## config.mk

```make
export PLATFORM = sky130hd
export DESIGN_NAME = fan_servo_command_controller
export DESIGN_NICKNAME = d
export VERILOG_FILES = /design/src/rtl/core/fsc_pkg.sv /design/src/rtl/core/fsc_angle_map.sv /design/src/rtl/core/fan_servo_command_controller.sv
export VERILOG_INCLUDE_DIRS = /design/src /design/src/rtl/core
export SDC_FILE = /design/constraint.sdc
export NUM_CORES = 1
export LEC_CHECK = 0
export BUFFER_PORTS_ARGS = -buffer_cell sky130_fd_sc_hd__buf_2
export CAP_MARGIN = 0
export CORE_AREA = 2 2 171 173
export DETAILED_ROUTE_END_ITERATION = 16
export DIE_AREA = 0 0 173 175
export PLACE_DENSITY = 0.66
export SYNTH_ARGS = -nofsm -noshare
export SYNTH_HDL_FRONTEND = slang
export SYNTH_HIERARCHICAL = 1
export SYNTH_SLANG_ARGS = --single-unit
```

## constraint.sdc

```tcl
create_clock -name aclk -period 9 [get_ports aclk]
set_clock_uncertainty 0.05 [all_clocks]
set_input_delay 1.8 -clock aclk [delete_from_list [all_inputs] [get_ports aclk]]
set_output_delay 1.8 -clock aclk [all_outputs]
set_load 0.1 [all_outputs]
```

## src/rtl/core/fan_servo_command_controller_defines.svh

```systemverilog
// Assertion macros for the RTL that carries checks.
`ifndef FAN_SERVO_COMMAND_CONTROLLER_DEFINES_SVH
`define FAN_SERVO_COMMAND_CONTROLLER_DEFINES_SVH

// Same-cycle implication, checked while out of reset.
`define FSC_ASSERT_NOW(label, clk, rstn, ante, cons, msg) \
    label: assert property (@(posedge clk) disable iff (!(rstn)) (ante) |-> (cons)) \
        else $error(msg);

// Next-cycle implication, checked while out of reset.
`define FSC_ASSERT_NEXT(label, clk, rstn, ante, cons, msg) \
    label: assert property (@(posedge clk) disable iff (!(rstn)) (ante) |=> (cons)) \
        else $error(msg);

`endif

```

## src/rtl/core/fsc_pkg.sv

```systemverilog
`default_nettype none

package fsc_pkg;

    localparam int SERVO_W = 10;
    localparam int DUTY_W  = 11;
    localparam int CMD_W   = 8;
    localparam int STAT_W  = 2;
    localparam int LED_W   = 3;
    localparam int CFG_IDX_W = 3;
    localparam int CFG_DATA_W = 11;

    // Angle offset (0..160) times the servo span magnitude (0..1023).
    localparam int PROD_W = 18;

    // Division by 160 is a shift by 5 followed by a reciprocal multiply for 5.
    localparam int DIV_SHIFT   = 5;
    localparam int QUO_IN_W    = PROD_W - DIV_SHIFT;
    localparam int RECIP_W     = 16;
    localparam int RECIP_SHIFT = 18;
    localparam int RECIP_PROD_W = QUO_IN_W + RECIP_W;
    localparam logic [RECIP_W-1:0] RECIP_5 = 16'd52429;

    localparam logic [CMD_W-1:0] CMD_STOP     = 8'd200;
    localparam logic [CMD_W-1:0] CMD_START    = 8'd255;
    localparam logic [CMD_W-1:0] CMD_ANGLE_LO = 8'd10;
    localparam logic [CMD_W-1:0] CMD_ANGLE_HI = 8'd170;

    localparam logic [STAT_W-1:0] ST_IDLE  = 2'd0;
    localparam logic [STAT_W-1:0] ST_READY = 2'd1;
    localparam logic [STAT_W-1:0] ST_RUN   = 2'd2;

    localparam logic [CFG_IDX_W-1:0] CFG_SERVO_LOW  = 3'd0;
    localparam logic [CFG_IDX_W-1:0] CFG_SERVO_HIGH = 3'd1;
    localparam logic [CFG_IDX_W-1:0] CFG_SERVO_HOME = 3'd2;
    localparam logic [CFG_IDX_W-1:0] CFG_DUTY_SLOW  = 3'd3;
    localparam logic [CFG_IDX_W-1:0] CFG_DUTY_MID   = 3'd4;
    localparam logic [CFG_IDX_W-1:0] CFG_DUTY_FAST  = 3'd5;

    localparam logic [SERVO_W-1:0] RST_SERVO_LOW  = 10'd140;
    localparam logic [SERVO_W-1:0] RST_SERVO_HIGH = 10'd610;
    localparam logic [SERVO_W-1:0] RST_SERVO_HOME = 10'd375;
    localparam logic [DUTY_W-1:0]  RST_DUTY_SLOW  = 11'd1199;
    localparam logic [DUTY_W-1:0]  RST_DUTY_MID   = 11'd799;
    localparam logic [DUTY_W-1:0]  RST_DUTY_FAST  = 11'd399;

    localparam logic [1:0] STEP_SLOW = 2'd0;
    localparam logic [1:0] STEP_MID  = 2'd1;
    localparam logic [1:0] STEP_FAST = 2'd2;

    // Accepted item as held in the input register.
    typedef struct packed {
        logic              kind;
        logic [CMD_W-1:0]  cmd;
        logic              toggle;
        logic              speed;
        logic [PROD_W-1:0] prod;
        logic              span_neg;
    } item_t;

endpackage

`default_nettype wire

```

## src/rtl/core/fsc_angle_map.sv

```systemverilog
`default_nettype none

module fsc_angle_map (
    input  wire logic [fsc_pkg::PROD_W-1:0]  prod,
    input  wire logic                        span_neg,
    input  wire logic [fsc_pkg::SERVO_W-1:0] servo_low,
    output logic      [fsc_pkg::SERVO_W-1:0] goal
);
    import fsc_pkg::*;

    logic [QUO_IN_W-1:0]     quo_in;
    logic [RECIP_PROD_W-1:0] recip_prod;
    logic [SERVO_W-1:0]      quo;

    // floor(p / 160) == floor(floor(p / 32) / 5); the reciprocal is exact
    // for every value below 2^18, so no correction step is needed.
    assign quo_in     = prod[PROD_W-1:DIV_SHIFT];
    assign recip_prod = RECIP_PROD_W'(quo_in) * RECIP_PROD_W'(RECIP_5);
    assign quo        = recip_prod[RECIP_SHIFT+SERVO_W-1:RECIP_SHIFT];

    // The magnitude was divided, so the quotient truncates toward zero.
    assign goal = span_neg ? (servo_low - quo) : (servo_low + quo);

endmodule

`default_nettype wire

```

## src/rtl/core/fan_servo_command_controller.sv

```systemverilog
// Channel   Direction  Handshake            Payload
// s_        in         s_valid / s_ready    kind, command_byte, toggle_button, speed_button
// m_        out        m_valid / m_ready    status, servo_position, fan_enabled,
//                                           fan_duty, led_bar
// cfg_      in         cfg_valid / cfg_ready cfg_index, cfg_data (always ready)
//
// One item per cycle while m_ready is high; results load from the input register.
// The angle product is formed as the item enters the input register; the divide
// by 160 and the state update happen between the input and result registers.
// A stalled result holds the result register; the input register still takes
// one more item, and s_ready drops only when both are full and m_ready is low.
// Reset (synchronous, active low) restores config, state and valid flags, not data.
`default_nettype none
`include "fan_servo_command_controller_defines.svh"

module fan_servo_command_controller (
    input  wire logic                           aclk,
    input  wire logic                           aresetn,

    input  wire logic                           s_valid,
    output logic                                s_ready,
    input  wire logic                           s_kind,
    input  wire logic [fsc_pkg::CMD_W-1:0]      s_command_byte,
    input  wire logic                           s_toggle_button,
    input  wire logic                           s_speed_button,

    output logic                                m_valid,
    input  wire logic                           m_ready,
    output logic      [fsc_pkg::STAT_W-1:0]     m_status,
    output logic      [fsc_pkg::SERVO_W-1:0]    m_servo_position,
    output logic                                m_fan_enabled,
    output logic      [fsc_pkg::DUTY_W-1:0]     m_fan_duty,
    output logic      [fsc_pkg::LED_W-1:0]      m_led_bar,

    input  wire logic                           cfg_valid,
    output logic                                cfg_ready,
    input  wire logic [fsc_pkg::CFG_IDX_W-1:0]  cfg_index,
    input  wire logic [fsc_pkg::CFG_DATA_W-1:0] cfg_data
);
    import fsc_pkg::*;

    // Configuration registers.
    logic [SERVO_W-1:0] servo_low_reg, servo_high_reg, servo_home_reg;
    logic [DUTY_W-1:0]  duty_slow_reg, duty_mid_reg, duty_fast_reg;

    // Controller state.
    logic               fan_running_reg, fan_running_next;
    logic [1:0]         speed_step_reg, speed_step_next;
    logic               user_ready_reg, user_ready_next;
    logic               homing_pending_reg, homing_pending_next;
    logic [SERVO_W-1:0] servo_now_reg, servo_now_next;
    logic [SERVO_W-1:0] servo_goal_reg, servo_goal_next;
    logic [STAT_W-1:0]  status_code_reg, status_code_next;
    logic               toggle_was_reg, toggle_was_next;
    logic               speed_was_reg, speed_was_next;

    // Pipeline.
    item_t              st1_reg, st1_next;
    logic               st1_valid_reg;
    logic               out_valid_reg;
    logic               advance;
    logic               fire;

    logic [STAT_W-1:0]  m_status_reg;
    logic [SERVO_W-1:0] m_servo_reg;
    logic               m_fan_reg;
    logic [DUTY_W-1:0]  m_duty_reg, duty_next;
    logic [LED_W-1:0]   m_led_reg, led_next;

    logic signed [SERVO_W:0] span;
    logic [SERVO_W-1:0]      span_abs;
    logic [CMD_W-1:0]        angle_off;
    logic [SERVO_W-1:0]      mapped_goal;

    assign advance   = !out_valid_reg || m_ready;
    assign fire      = st1_valid_reg && advance;
    assign s_ready   = !st1_valid_reg || advance;
    assign cfg_ready = 1'b1;

    // Angle product depends only on the byte and configuration, so it is
    // formed on the way into the input register.
    assign span      = $signed({1'b0, servo_high_reg}) - $signed({1'b0, servo_low_reg});
    assign span_abs  = span[SERVO_W] ? SERVO_W'(-span) : SERVO_W'(span);
    assign angle_off = s_command_byte - CMD_ANGLE_LO;

    always_comb begin
        st1_next.kind     = s_kind;
        st1_next.cmd      = s_command_byte;
        st1_next.toggle   = s_toggle_button;
        st1_next.speed    = s_speed_button;
        st1_next.prod     = PROD_W'(angle_off) * PROD_W'(span_abs);
        st1_next.span_neg = span[SERVO_W];
    end

    fsc_angle_map u_angle_map (
        .prod      (st1_reg.prod),
        .span_neg  (st1_reg.span_neg),
        .servo_low (servo_low_reg),
        .goal      (mapped_goal)
    );

    always_comb begin
        fan_running_next    = fan_running_reg;
        speed_step_next     = speed_step_reg;
        user_ready_next     = user_ready_reg;
        homing_pending_next = homing_pending_reg;
        servo_now_next      = servo_now_reg;
        servo_goal_next     = servo_goal_reg;
        status_code_next    = status_code_reg;
        toggle_was_next     = toggle_was_reg;
        speed_was_next      = speed_was_reg;

        if (st1_reg.kind) begin
            if (st1_reg.toggle && !toggle_was_reg) begin
                homing_pending_next = 1'b1;
                if (user_ready_reg) begin
                    user_ready_next  = 1'b0;
                    fan_running_next = 1'b0;
                    speed_step_next  = STEP_SLOW;
                end else begin
                    user_ready_next = 1'b1;
                    servo_goal_next = servo_home_reg;
                end
            end
            toggle_was_next = st1_reg.toggle;

            if (fan_running_next) begin
                // The speed button is tracked only while the fan runs.
                if (st1_reg.speed && !speed_was_reg) begin
                    speed_step_next = (speed_step_next >= STEP_FAST) ? STEP_SLOW
                                                                     : speed_step_next + 2'd1;
                end
                speed_was_next = st1_reg.speed;
                if (servo_now_reg < servo_goal_next) begin
                    servo_now_next = servo_now_reg + 1'b1;
                end else if (servo_now_reg > servo_goal_next) begin
                    servo_now_next = servo_now_reg - 1'b1;
                end
                status_code_next = ST_RUN;
            end else begin
                if (homing_pending_next || user_ready_next) begin
                    if (servo_now_reg == servo_home_reg) begin
                        homing_pending_next = 1'b0;
                    end else if (servo_now_reg < servo_home_reg) begin
                        servo_now_next = servo_now_reg + 1'b1;
                    end else begin
                        servo_now_next = servo_now_reg - 1'b1;
                    end
                end
                status_code_next = (user_ready_next && servo_now_next == servo_home_reg)
                                   ? ST_READY : ST_IDLE;
            end
        end else begin
            if (st1_reg.cmd == CMD_STOP) begin
                fan_running_next    = 1'b0;
                speed_step_next     = STEP_SLOW;
                user_ready_next     = 1'b0;
                homing_pending_next = 1'b1;
            end else if (st1_reg.cmd >= CMD_ANGLE_LO && st1_reg.cmd <= CMD_ANGLE_HI) begin
                if (user_ready_reg && fan_running_reg) begin
                    servo_goal_next = mapped_goal;
                end
            end else if (st1_reg.cmd == CMD_START) begin
                if (status_code_reg == ST_READY) begin
                    fan_running_next = 1'b1;
                    speed_step_next  = STEP_SLOW;
                end
            end
        end
    end

    always_comb begin
        duty_next = '0;
        led_next  = '0;
        if (fan_running_next) begin
            case (speed_step_next)
                STEP_MID: begin
                    duty_next = duty_mid_reg;
                    led_next  = 3'b011;
                end
                STEP_FAST: begin
                    duty_next = duty_fast_reg;
                    led_next  = 3'b111;
                end
                default: begin
                    duty_next = duty_slow_reg;
                    led_next  = 3'b001;
                end
            endcase
        end
    end

    always_ff @(posedge aclk) begin
        if (!aresetn) begin
            servo_low_reg  <= RST_SERVO_LOW;
            servo_high_reg <= RST_SERVO_HIGH;
            servo_home_reg <= RST_SERVO_HOME;
            duty_slow_reg  <= RST_DUTY_SLOW;
            duty_mid_reg   <= RST_DUTY_MID;
            duty_fast_reg  <= RST_DUTY_FAST;
        end else if (cfg_valid && cfg_ready) begin
            case (cfg_index)
                CFG_SERVO_LOW:  servo_low_reg  <= cfg_data[SERVO_W-1:0];
                CFG_SERVO_HIGH: servo_high_reg <= cfg_data[SERVO_W-1:0];
                CFG_SERVO_HOME: servo_home_reg <= cfg_data[SERVO_W-1:0];
                CFG_DUTY_SLOW:  duty_slow_reg  <= cfg_data[DUTY_W-1:0];
                CFG_DUTY_MID:   duty_mid_reg   <= cfg_data[DUTY_W-1:0];
                CFG_DUTY_FAST:  duty_fast_reg  <= cfg_data[DUTY_W-1:0];
                default: ;
            endcase
        end
    end

    always_ff @(posedge aclk) begin
        if (!aresetn) begin
            fan_running_reg    <= 1'b0;
            speed_step_reg     <= STEP_SLOW;
            user_ready_reg     <= 1'b0;
            homing_pending_reg <= 1'b0;
            servo_now_reg      <= RST_SERVO_HOME;
            servo_goal_reg     <= RST_SERVO_HOME;
            status_code_reg    <= ST_IDLE;
            toggle_was_reg     <= 1'b0;
            speed_was_reg      <= 1'b0;
        end else if (fire) begin
            fan_running_reg    <= fan_running_next;
            speed_step_reg     <= speed_step_next;
            user_ready_reg     <= user_ready_next;
            homing_pending_reg <= homing_pending_next;
            servo_now_reg      <= servo_now_next;
            servo_goal_reg     <= servo_goal_next;
            status_code_reg    <= status_code_next;
            toggle_was_reg     <= toggle_was_next;
            speed_was_reg      <= speed_was_next;
        end
    end

    always_ff @(posedge aclk) begin
        if (!aresetn) begin
            st1_valid_reg <= 1'b0;
            out_valid_reg <= 1'b0;
        end else begin
            if (s_valid && s_ready) begin
                st1_valid_reg <= 1'b1;
            end else if (fire) begin
                st1_valid_reg <= 1'b0;
            end
            if (fire) begin
                out_valid_reg <= 1'b1;
            end else if (m_ready) begin
                out_valid_reg <= 1'b0;
            end
        end
    end

    always_ff @(posedge aclk) begin
        if (s_valid && s_ready) begin
            st1_reg <= st1_next;
        end
        if (fire) begin
            m_status_reg <= status_code_next;
            m_servo_reg  <= servo_now_next;
            m_fan_reg    <= fan_running_next;
            m_duty_reg   <= duty_next;
            m_led_reg    <= led_next;
        end
    end

    assign m_valid          = out_valid_reg;
    assign m_status         = m_status_reg;
    assign m_servo_position = m_servo_reg;
    assign m_fan_enabled    = m_fan_reg;
    assign m_fan_duty       = m_duty_reg;
    assign m_led_bar        = m_led_reg;

    `FSC_ASSERT_NOW(a_stopped_outputs_zero, aclk, aresetn,
        out_valid_reg && !m_fan_reg, m_duty_reg == '0 && m_led_reg == '0,
        "stopped fan shows duty or LEDs")
    `FSC_ASSERT_NOW(a_backpressure_full, aclk, aresetn,
        !s_ready, st1_valid_reg && out_valid_reg && !m_ready,
        "input stalled while a stage is free")
    `FSC_ASSERT_NEXT(a_servo_moves_on_fire, aclk, aresetn,
        !fire, $stable(servo_now_reg),
        "servo position changed without an item")

endmodule

`default_nettype wire

```

==> results of run 1 <==
## final cells by class
cell class	count	share of cell area [%]
Clock inverter	15	1.121
Multi-Input combinational cell	1195	62.11
Inverter	228	5.680
Timing Repair Buffer	64	2.226
Tap cell	384	3.189
Clock buffer	17	2.823
Sequential cell	146	22.85
## metrics by stage
step | worst slack, ns | std cells
2_1_floorplan | 2.053 | 1621
3_3_place_gp | 1.694 | 2017
3_5_place_dp | 1.604 | 2017
4_1_cts | 1.763 | 2049
5_1_grt | 1.090 | 2049
6_report | 1.724 | 2049
## tightest hold or removal path, delay by kind of cell (launching register included)
kind,cells,cell delay [ns]
and+or+nand+nor,1,0.05
DFF,1,0.31
AOI/OAI and AO/OA,1,0.05
## how the worst min path moves through the flow
| stage | slack [ns] | to | cells after the start | start |
|---|---|---|---|---|
| 4_1_cts | 0.41 | duty_fast_reg[4] | 2 | duty_fast_reg[4] |
| 6_report | 0.41 | duty_fast_reg[9] | 2 | duty_fast_reg[9] |
| 5_1_grt | 0.43 | duty_fast_reg[5] | 2 | duty_fast_reg[5] |
| 3_3_place_gp | 0.39 | duty_fast_reg[10] | 2 | duty_fast_reg[10] |
| 3_5_place_dp | 0.40 | duty_fast_reg[4] | 2 | duty_fast_reg[4] |
| 2_1_floorplan | 0.39 | duty_fast_reg[10] | 2 | duty_fast_reg[10] |
## metal layers
layer	routed length, µm	share of wire, %	track usage (%)
met4	420	1.3	5.297
met1	16030	48	31.88
met3	1366	4.1	2.872
met2	15560	47	37.43
met5	0	0	0
==> flow_summary.ini, run 1 <==
[die]
num_rows = 62
placeableCoreArea_um2 = 28390
initial_core_util_pct = 48.85
floorplan.die_area_um2 = 30280
die-width_um = 173
die-height_um = 175
io_pins = 60

[finish]
leading_cell_type_in_the_layout_fill_and_taps_excluded = inv_1
fin_util_pct = 53.07
final_net_count = 1944
largest_register_ffs = 25
flow.area_growth_from_synthesis_pct = 8.624
finalInstanceArea_um2 = 15070
multiInputGateArea_um2 = 9358
layout.cells.most_common_list = 226 x inv_1, 191 x nand2_1, 164 x ha_1, 160 x nor2_1
num_antenna_cells = 0
drive_above_1_share_pct = 8.529
num-fill-cells = 2663
layout.area.seq_um2 = 3443

[sta]
layout_worst_path_cycle_share_pct = 80.84
grt_setup_unrepaired = no
timing_worst_slew_pin_value_ns = 1.101
setup_viol_count_final = 0
maxSlewViolCount = 0
fin_tns_setup_ns = 0
final_period_minus_worst_setup_slack_ns = 7.276
hold_violations = 0
whs_ns = 0.4075
timing.fmax_mhz = 137.4
worst_slew_margin_rel_pct = 26.33

[flow_run]
timing.max_cap.violations = 0

[clock_tree]
cts-buffers-inserted = 17
clockBufferDepth = 2
postCtsSetupBuffers = 0
clkTransAtPathRegs_ns = 0.07
tritoncts = done
holdBufCountCts = 0
clock_root_buffer_master = clkbuf_16
cts_htree_levels = 4
clock-sinks = 146
worstSkewPairLatency_ns = 0.43
cts_resized = 0

[logic_synthesis]
synthesis.yosys.warnings = 6
post_synth_inst_count = 1621
synth.cell_area_um2 = 13870
mappedNetlistNets = 1913
syn-mean-instance-area_um2 = 8.557

[place]
globalplace.congestion = 0.9010
numPortBuffers = 58
postPlaceCellArea_um2 = 14470
dpl.hpwl_um = 26030

[global_routing]
track_usage_pct = 22.71
globalRoute.totalOverflow = 0
wire_length_of_the_first_global_routing_pass_um = 55850
grt_max_degree = 54
grt_pass1_vias = 10873
initial_antenna_violation_count = 0

[route]
detail_route.first_pass.iterations = 5
drc = 0
post_drt_via_cell_ratio = 5.402
detailroute.via_count = 11068
wire_per_inst_um = 16.29
drt_iter0_markers = 852
detail_route.wirelength_um = 33370
postRouteAntennaNets = 0

[worst_setup_path]
r2r-start = st1_reg[11]
timing.critical_path.from = st1_reg[11]
worst-path-buf-inv = 5
setup.worst_path.end_class = flip-flop
data_arrival_time_at_the_worst_slack_endpoint_ns = 7.59
crit_top_cell = inv_1
worstRegToRegCells = 32
crit_fanout = 5
cp-endpoint = servo_goal_reg[8]
ff2ff_setup_slack_ns = 1.72
critical_path_cell_count = 32
timing_worst_setup_path_type = reg -> reg
worst_path_max_delay_cell = fa_1
timing.critical_path.required_ns = 9.32
path_delay_family = adder cells
cpPeakStageDelay_ns = 0.58
critical_path_source_type = flip-flop
reg2reg_to = servo_goal_reg[8]

[outcome]
outcome = finished clean

[hold_path]
min-delay-path-class = reg -> reg
Power of run 1 is left out: the tool's default activity adds up to more than one toggle a clock period on the data nets, which glitch-free logic cannot reach.
==> run 2, diff against run 1 <==
--- a/config.mk
+++ b/config.mk
@@ -11,7 +11,7 @@
 export CORE_AREA = 2 2 171 173
 export DETAILED_ROUTE_END_ITERATION = 16
 export DIE_AREA = 0 0 173 175
-export PLACE_DENSITY = 0.66
+export PLACE_DENSITY = 0.69
 export SYNTH_ARGS = -nofsm -noshare
 export SYNTH_HDL_FRONTEND = slang
 export SYNTH_HIERARCHICAL = 1
==> constraint.sdc (replaced) <==
create_clock -name aclk -period 6.5 [get_ports aclk]
set_clock_uncertainty 0.05 [all_clocks]
set_input_delay 1.3 -clock aclk [delete_from_list [all_inputs] [get_ports aclk]]
set_output_delay 1.3 -clock aclk [all_outputs]
set_load 0.1 [all_outputs]
==> run 2 against run 1 <==
Effect of this change: the run now ends with negative setup slack left; first-iteration DRC count is 13% higher; sequential share of layout area is 2.6 points lower; wire length is 10% higher; critical path type unchanged; largest cell class unchanged.
==> flow_summary.ini, run 2 (synthesized netlist as in run 1, its figures left out) <==
[outcome]
outcome = complete, but fails checks
failed_checks = negative setup slack

[global_routing]
globalRoute.totalOverflow = 0
grt_max_degree = 54
grt_pass1_vias = 12101
wire_length_of_the_first_global_routing_pass_um = 60130
initial_antenna_violation_count = 0
track_usage_pct = 24.39

[sta]
worst_slew_margin_rel_pct = 26.75
grt_setup_unrepaired = yes
worst_setup_margin_ns = -0.2334
setup_viol_count_final = 6
layout_worst_path_cycle_share_pct = 103.6
final_period_minus_worst_setup_slack_ns = 6.733
maxSlewViolCount = 0
hold_violations = 0
whs_ns = 0.4110
timing_worst_slew_pin_value_ns = 1.095
timing.fmax_mhz = 148.5

[worst_setup_path]
reg2reg_to = servo_goal_reg[9]
timing_worst_setup_path_type = reg -> reg
worst-path-buf-inv = 8
cpPeakStageDelay_ns = 0.58
timing.critical_path.from = st1_reg[11]
r2r-start = st1_reg[11]
critical_path_source_type = flip-flop
critical_path_cell_count = 31
crit_top_cell = buf_4
data_arrival_time_at_the_worst_slack_endpoint_ns = 6.96
timing.critical_path.required_ns = 6.73
setup.worst_path.end_class = flip-flop
worstRegToRegCells = 31
worst_path_max_delay_cell = fa_1
path_delay_family = adder cells
cp-endpoint = servo_goal_reg[9]
crit_fanout = 4
ff2ff_setup_slack_ns = -0.23

[clock_tree]
worstSkewPairLatency_ns = 0.43
clockBufferDepth = 2
clkTransAtPathRegs_ns = 0.06
clock-sinks = 146
cts_htree_levels = 4
tritoncts = done
cts-buffers-inserted = 17
clock_root_buffer_master = clkbuf_16

[finish]
finalInstanceArea_um2 = 17010
num_antenna_cells = 0
leading_cell_type_in_the_layout_fill_and_taps_excluded = inv_1
final_net_count = 2124
layout.cells.most_common_list = 218 x inv_1, 190 x nand2_1, 178 x buf_4, 155 x nor2_1, 152 x ha_1
largest_register_ffs = 25
drive_above_1_share_pct = 22.60
flow.area_growth_from_synthesis_pct = 22.61
fin_util_pct = 59.90

[flow_run]
timing.max_cap.violations = 0

[route]
detail_route.wirelength_um = 36750
detailroute.via_count = 12104
detail_route.first_pass.iterations = 5
wire_per_inst_um = 16.49
drc = 0
postRouteAntennaNets = 0
post_drt_via_cell_ratio = 5.430
drt_iter0_markers = 959

[die]
initial_core_util_pct = 48.85
die-width_um = 173
die-height_um = 175
io_pins = 60
placeableCoreArea_um2 = 28390
num_rows = 62
floorplan.die_area_um2 = 30280

[place]
postPlaceCellArea_um2 = 15520
numPortBuffers = 58
globalplace.congestion = 0.9127
dpl.hpwl_um = 27560

[hold_path]
min-delay-path-class = reg -> reg
whs_path_depth = 2
## run 2: changes by cell type in the layout (fill, tap and decap cells not counted), sizes merged
cell | previous run | this run
buf | 64 | 244
clkinv | 9 | 3
clkinvlp | 1 | 3
inv | 233 | 235
bufinv | 0 | 1
clkbuf | 17 | 18
## run 2: final cells by class
class / instances / area, µm²
Fill cell: 2495 / 11380
Sequential cell: 146 / 3448
Multi-Input combinational cell: 1195 / 9920
Inverter: 228 / 855.8
Clock inverter: 14 / 157.7
Clock buffer: 18 / 429.2
Timing Repair Buffer: 244 / 1717
Tap cell: 384 / 480.5
## run 2: through the flow
stage / TNS (ns) / instances / worst slack (ns)
3_3_place_gp: -1.068 / 2155 / -0.2849
4_1_cts: -0.3171 / 2211 / -0.1264
3_5_place_dp: -2.233 / 2155 / -0.4292
5_1_grt: -2.996 / 2229 / -0.5756
2_1_floorplan: -0.02112 / 1621 / -0.02112
6_report: -0.7179 / 2229 / -0.2334
## run 2: worst reg2reg max path: cells and delay by family, from the launching register on
family	cells	cell delay, ns
xor gates and xnor gates	3	0.54
DFF	1	0.42
buffers and inverters	8	1.01
and+or+nand+nor	3	0.26
muxes	1	0.15
adders and majority gates	7	2.62
AOI/OAI and AO/OA	9	1.55
## run 2: worst min path at each step
| stage | to | slack, ns | from |
|---|---|---|---|
| 6_report | servo_high_reg[7] | 0.41 | servo_high_reg[7] |
| 4_1_cts | servo_high_reg[0] | 0.41 | servo_high_reg[0] |
| 3_5_place_dp | servo_high_reg[0] | 0.40 | servo_high_reg[0] |
| 5_1_grt | duty_mid_reg[10] | 0.43 | duty_mid_reg[10] |
| 2_1_floorplan | duty_fast_reg[10] | 0.39 | duty_fast_reg[10] |
| 3_3_place_gp | duty_fast_reg[10] | 0.39 | duty_fast_reg[10] |
## run 2: repair_timing
item | 4_1_cts | 5_1_grt
pin swaps | 49 | 60
setup endpoints to repair | 11 | 14
hold buffers | 0 | 0
buffers inserted | 24 | 18
resized for setup | 55 | 73
## run 2: layer usage
| metal | vias up | part of all wire [%] | global-route usage [%] |
|---|---|---|---|
| met3 | 65 | 5.4 | 2.524 |
| li1 | 5858 | - | - |
| met5 | - | 0 | 0 |
| met1 | 5825 | 45 | 33.85 |
| met4 | 0 | 1.9 | 7.027 |
| met2 | 356 | 47 | 40.48 |
Power of run 2 is left out for the same reason.
